===== config.mk =====
export PLATFORM = sky130hd
export DESIGN_NAME = mrt_merge
export DESIGN_NICKNAME = d
export VERILOG_FILES = /design/src/rtl/mrt_pkg.sv /design/src/rtl/mrt_merge.sv
export SDC_FILE = /design/constraint.sdc
export NUM_CORES = 1
export LEC_CHECK = 0
export BUFFER_PORTS_ARGS = -buffer_cell sky130_fd_sc_hd__buf_2
export CAP_MARGIN = 5
export CELL_PAD_IN_SITES_DETAIL_PLACEMENT = 0
export CELL_PAD_IN_SITES_GLOBAL_PLACEMENT = 1
export CORE_AREA = 2 2 156 158
export CTS_BUF_LIST = sky130_fd_sc_hd__clkbuf_16
export DETAILED_ROUTE_END_ITERATION = 8
export DIE_AREA = 0 0 158 160
export HOLD_SLACK_MARGIN = 0.15
export PLACE_DENSITY_LB_ADDON = 0.12
export SYNTH_ARGS = -nofsm -noshare
export SYNTH_HDL_FRONTEND = slang
export SYNTH_SLANG_ARGS = --single-unit

===== constraint.sdc =====
create_clock -name clk -period 1.8 [get_ports clk]
set_input_delay 0.27 -clock clk [delete_from_list [all_inputs] [get_ports clk]]
set_output_delay 0.27 -clock clk [all_outputs]
set_load 0.1 [all_outputs]

===== src/rtl/mrt_pkg.sv =====
// mrt_pkg: shared types and constants for the 4x4 matrix row transform core.
// No dependencies.
`timescale 1ns / 1ps

package mrt_pkg;

  localparam int ELEM_W = 32;
  localparam int PROD_W = 2 * ELEM_W;
  localparam int PAIR_W = PROD_W + 1;
  localparam int SUM_W  = PROD_W + 2;
  localparam int DIM    = 4;

  typedef enum logic [1:0] {
    FUNC_LOAD_ROW   = 2'd0,
    FUNC_LOAD_XLATE = 2'd1,
    FUNC_MUL_ROW    = 2'd2
  } func_t;

  typedef struct packed {
    logic ld1;
    logic ld2;
  } lane_ctl_t;

endpackage


===== src/rtl/mrt_merge.sv =====
// mrt_merge: shifts and saturates the lane sums, merges clip flags,
// and holds the output register. Depends on mrt_pkg.
`timescale 1ns / 1ps

module mrt_merge #(
  parameter int FRAC_BITS   = 16,
  parameter int VALUE_WIDTH = 32
) (
  input  logic                              clk,
  input  logic                              ld,
  input  logic [1:0]                        row_in,
  input  logic signed [mrt_pkg::SUM_W-1:0]  sums [mrt_pkg::DIM],
  output logic [1:0]                        out_row,
  output logic signed [mrt_pkg::ELEM_W-1:0] out_col [mrt_pkg::DIM],
  output logic                              saturated
);

  localparam logic signed [mrt_pkg::SUM_W-1:0] MAXV =
    (mrt_pkg::SUM_W'(1) <<< (VALUE_WIDTH - 1)) - mrt_pkg::SUM_W'(1);
  localparam logic signed [mrt_pkg::SUM_W-1:0] MINV = -MAXV - mrt_pkg::SUM_W'(1);

  logic signed [mrt_pkg::SUM_W-1:0]  shifted [mrt_pkg::DIM];
  logic signed [mrt_pkg::SUM_W-1:0]  clipped [mrt_pkg::DIM];
  logic [mrt_pkg::DIM-1:0]           clip;

  always_comb begin
    for (int j = 0; j < mrt_pkg::DIM; j++) begin
      shifted[j] = sums[j] >>> FRAC_BITS;
      clip[j]    = 1'b1;
      if (shifted[j] > MAXV) begin
        clipped[j] = MAXV;
      end else if (shifted[j] < MINV) begin
        clipped[j] = MINV;
      end else begin
        clipped[j] = shifted[j];
        clip[j]    = 1'b0;
      end
    end
  end

  always_ff @(posedge clk) begin
    if (ld) begin
      out_row   <= row_in;
      saturated <= |clip;
      for (int j = 0; j < mrt_pkg::DIM; j++) begin
        out_col[j] <= clipped[j][mrt_pkg::ELEM_W-1:0];
      end
    end
  end

endmodule


# Word level (Yosys, flattened, before mapping)
# Cells that the tools add are included.
[word_totals]
register_bits = 131
in_bits = 268
elab_cells = 27
[classes]
magnitude_cmp = 8
mux = 12
reduce_logical = 1
[ops]
columns = ["operator", "count"]
rows = [
  ["greater-than comparator 50 x 32 -> 1 bit, second input constant", 4],
  ["< comparator 50 x 32 -> 1 bit, second input constant", 4],
  ["2-to-1 mux 32 bit", 4],
  ["2-to-1 mux 1 bit", 8],
  ["OR reduction 4 bit", 1],
]

# Logic depth before layout (Yosys ltp)
[logic_depth]
ltp_word = 4
mapped_depth = 6
ltp_nobuf = 5

# Worst setup path before layout
# No wires, ideal clock.
[synth_timing]
path_type = "input to register"
from = "input port sums[64] in the netlist's numbering"
to = "register saturated, data pin"
setup_time_ns = 0.259
arrival_time_ns = 1.538
required_time_ns = 1.541
slack_ns = 0.003
path_stages = 4
path_buffers = 0
path_cell_list = "or4_1 o41ai_2 nand4_1 or2_1"
[synth_between]
elab_chain_cells = 4
word_cells_on_any_way = 5
classes_between = "2 x order compare; 2 x mux; 1 x reduce/logical"
[synth_rtl]
columns = ["item", "line_no", "text"]
rows = [
  ["from (decl)", "mrt_merge.sv:12", "input logic signed [mrt_pkg::SUM_W-1:0] sums [mrt_pkg::DIM],"],
  ["< comparator 50 x 32 -> 1 bit", "mrt_merge.sv:32", "end else if (shifted[j] < MINV) begin"],
  ["2-to-1 mux 1 bit", "mrt_merge.sv:32", ""],
  ["2-to-1 mux 1 bit *", "mrt_merge.sv:30", "if (shifted[j] > MAXV) begin"],
  ["OR reduction 4 bit *", "mrt_merge.sv:44", "saturated <= |clip;"],
  ["to (signal assigned)", "mrt_merge.sv:44", ""],
  ["to (decl)", "mrt_merge.sv:15", "output logic saturated"],
]
# Mark *: on every way between the ends. The rest lies on a longest branch, timed or not.
# A chain may end at the register's enable or synchronous reset.

# Final worst setup path
[layout_timing]
from = "input port sums[64] in the netlist's numbering"
to = "register out_col[27] in the netlist's numbering, data pin"
[layout_between]
elab_chain_cells = 2
word_cells_on_any_way = 3
classes_between = "2 x order compare; 1 x mux"
[layout_rtl]
columns = ["item", "line_no", "text"]
rows = [
  ["< comparator 50 x 32 -> 1 bit", "mrt_merge.sv:32", ""],
  ["2-to-1 mux 32 bit", "mrt_merge.sv:32", ""],
  ["to (signal, indexed assignment)", "mrt_merge.sv:46", "out_col[j] <= clipped[j][mrt_pkg::ELEM_W-1:0];"],
  ["to (decl)", "mrt_merge.sv:14", "output logic signed [mrt_pkg::ELEM_W-1:0] out_col [mrt_pkg::DIM],"],
]
# Parallel ways exist; a longest one is shown, timed or not.

==> summary.md <==
| Metric | Value |
|---|---|
| Crit-path slowest cell | or4_1 |
| Resized Gates After CTS | 0 |
| Hold_sp | sums[148] |
| PortBufs | 334 |
| Fin cells | 1289 |
| Sequential share of the synthesized area | between 70% and 80% |
| TritonCTS clock tree | built |
| Most frequent cells in the layout | buf_2, nand2_1, edfxtp_1, dlygate4sd3_1, buf_4 |
| Final period util | 93.8% |
| Vias per cell | between 4 and 5 |
| Grt ovf | 0 |
| Largest buffer count on any clock path | 2 |
| Cell leakage power | about 4.3 nW |
| N_diodes | 0 |
| Compound-Gate Fraction of Synth Area | ~1.6% |
| Logic pwr share | ~30% |
| Worst path arrival time | 1.84 ns |
| Vias in the first global route | approximately 5200 |
| Antenna viol nets, final | 0 |
| Psw | approximately 3.8 mW |
| Fmax | slightly below 600 MHz |
| IO Count | around 400 |
| Cells along the critical path | buf_2 > or4_1 > o41ai_4 > buf_4 > nand2_1 |
| Max-slew violation count | 0 |
| Core area | between 20000 and 25000 um^2 |
| Nets | ~1200 |
| Initial antenna violation count | 0 |
| RSZ-0062 raised after global routing | no |
| DR WL/cell | 14.5 um |
| Max stage delay on crit path | between 0.5 and 0.6 ns |
| Total routed wirelength | about 19 mm |
| Worst min-delay path endpoint | out_col[64] |
| Die X | ~160 um |
| Status | finished, final reports clean |
| Initial Utilization | 22.6% |
| Setup TNS | 0 ns |
| Hold path cells | 3 |
| Pre-CTS setup slack | -0.348 ns |
| Mean Syn Cell Area | 11.6 um^2 |
| Post-Synth Simple-Gate Area | around 23% |
| Synth Area in Adders | 0% |
| Setup bufs post-CTS | 0 |
| Actual slew at the worst max-slew pin | approximately 0.53 ns |
| Final setup margin | roughly 0.11 ns |
| Slew margin rel. | 64.7% |
| H-tree levels | 4 |
| Critical path capture point type | flop |
| YS warnings | 0 |
| CTS buffer count | 17 |
| Mux cell area share after synthesis | 0% |
| Peak supply drop | between 0.0005 and 0.0006 V |
| P_int | 6.19 mW |
| Setup violators final | 0 |
| Area Overhead vs Synth | 76.6% |
| Final min period | around 1.7 ns |
| Hold Vio Cnt, Final | 0 |
| Critical path class | in -> reg |
| Root buffer cell | clkbuf_16 |
| Syn Nets | about 730 |
| Commonest non-fill, non-tap cell in the layout | buf_2 |
| Pwr Total | between 9 and 10 mW |
| Die Span Y | 160 um |
| CP Max Fanout | 15 |
| Startpoint types | input pin |
| Drt pass-1 iters | 6 |
| Synthesized area | between 5000 and 6000 um^2 |
| Reg power frac | ~37% |
| First-pass GRT wire length | 27.2 mm |
| Multi-input logic area | between 1000 and 1500 um^2 |
| Number of synthesized register bits | roughly 130 |
| Synth cell types | 12 |
| PD cells | 1050 nW/um^2 |
| Largest cells by area after synthesis | edfxtp_1, nand2_1, buf_2 |
| Placed cells | between 1000 and 1500 |
| Switching portion of total power | a little under two fifths |
| Gp weighted congestion | around 0.77 |
| Largest family of logic cells by synthesized area | simple AND/OR/NAND/NOR gates |
| Hold/Removal Path Class | in -> reg |
| Syn Inst Count | around 470 |
| Clock sink total | between 100 and 150 |
| Max cap viols | 0 |
| Via count | just over 5000 |
| Die footprint | ~25000 um^2 |
| Post-synthesis xor/xnor area fraction | 0% |
| DRC viols | 0 |
| Layout cell share with drive strength beyond 1 | around 42% |
| Reg clk slew, reported paths | 0.06 ns |
| DR iter-0 viols | 259 |
| Fill cell count | 2407 |
| Total Routing Usage GR | between 10 and 15% |
| Worst Path Required | between 1.5 and 2 ns |
| Synth top area share | 73.0% |
| Clock power share | about a third |
| FP Rows | 57 |
| Largest net degree at the start of global routing | 39 |
| Yosys top cell by area | edfxtp_1 |
| Sequential cell area | 3930 um^2 |
| Final HPWL DP | roughly 14 mm |
| Worst Path Buf+Inv | 2 |
| Largest delay share family, worst path | simple AND/OR/NAND/NOR gates |
==> state kept, by name, indices dropped and copies added, names as in the netlist <==
name / flops
out_col: 128
saturated: 1
out_row: 2
==> per-stage QoR <==
stage               hold WS [ns]  utilization [%]  instance area (um^2)
global route               0.168             40.0                  9520
finish                     0.176             40.0                  9520
global placement           0.453             32.3                  7680
floorplan                  0.369                -                  5390
detailed placement         0.452             32.3                  7680
CTS                        0.153             40.0                  9520
==> how the worst max path moves through the flow <==
| stage | start | end | cells after the start |
|---|---|---|---|
| after global routing | sums[64] | out_col[27] | 5 |
| after detailed placement | sums[64] | out_col[12] | 5 |
| after floorplan | sums[64] | saturated | 4 |
| after CTS | sums[64] | out_col[27] | 5 |
| final | sums[64] | out_col[27] | 5 |
| after global placement | sums[64] | saturated | 5 |
==> tightest hold or removal path, delay by kind of cell <==
family	cells	cell delay, ns
simple gates	2	0.13
buf+inv	1	0.08
==> cells by family after synthesis <==
kind of cell           after synthesis
AO/OA/AOI/OAI                        8
buffers and inverters               32
flip-flops                         131
AND/OR/NAND/NOR                    295
==> per-layer routing <==
layer | part of all wire, % | routed length [um] | global-route usage (%) | vias up
met5 | 0 | 0 | 0 | -
met4 | 1.5 | 272 | 4.46 | 0
met3 | 8.5 | 1600 | 4.94 | 17
met2 | 48 | 9070 | 24.6 | 217
met1 | 42 | 7770 | 16.3 | 2376
li1 | - | - | - | 2586
==> cell usage after synthesis, drive strengths merged <==
master / instances
buf: 24
clkbuf: 4
edfxtp: 131
inv: 4
nand2: 252
nand3: 4
nand4: 18
nor4: 12
o21ai: 4
o41ai: 4
or2: 1
or4: 8
==> power by group through the flow <==
stage / registers (mW) / clock network [mW] / logic [mW]
after floorplan: 5.65 / 0 / 0.217
final: 3.71 / 3.29 / 2.99
after CTS: 3.72 / 3.40 / 3.01
after global placement: 3.77 / 0 / 2.78
after global routing: 3.74 / 3.51 / 3.11
after detailed placement: 3.78 / 0 / 2.78
==> repair_timing <==
action                                 4_1_cts  5_1_grt
endpoints found under the hold margin      128        0
hold buffers                               128        0
setup endpoints to repair                    0        0
==> final cells by class <==
class | instances | share of cell area [%]
Clock buffer | 17 | 4.47
Clock inverter | 15 | 1.37
Inverter | 4 | 0.158
Multi-Input combinational cell | 303 | 14.3
Sequential cell | 131 | 41.3
Tap cell | 324 | 4.26
Timing Repair Buffer | 495 | 34.1
No activity file was read; power rests on OpenSTA's default activity.
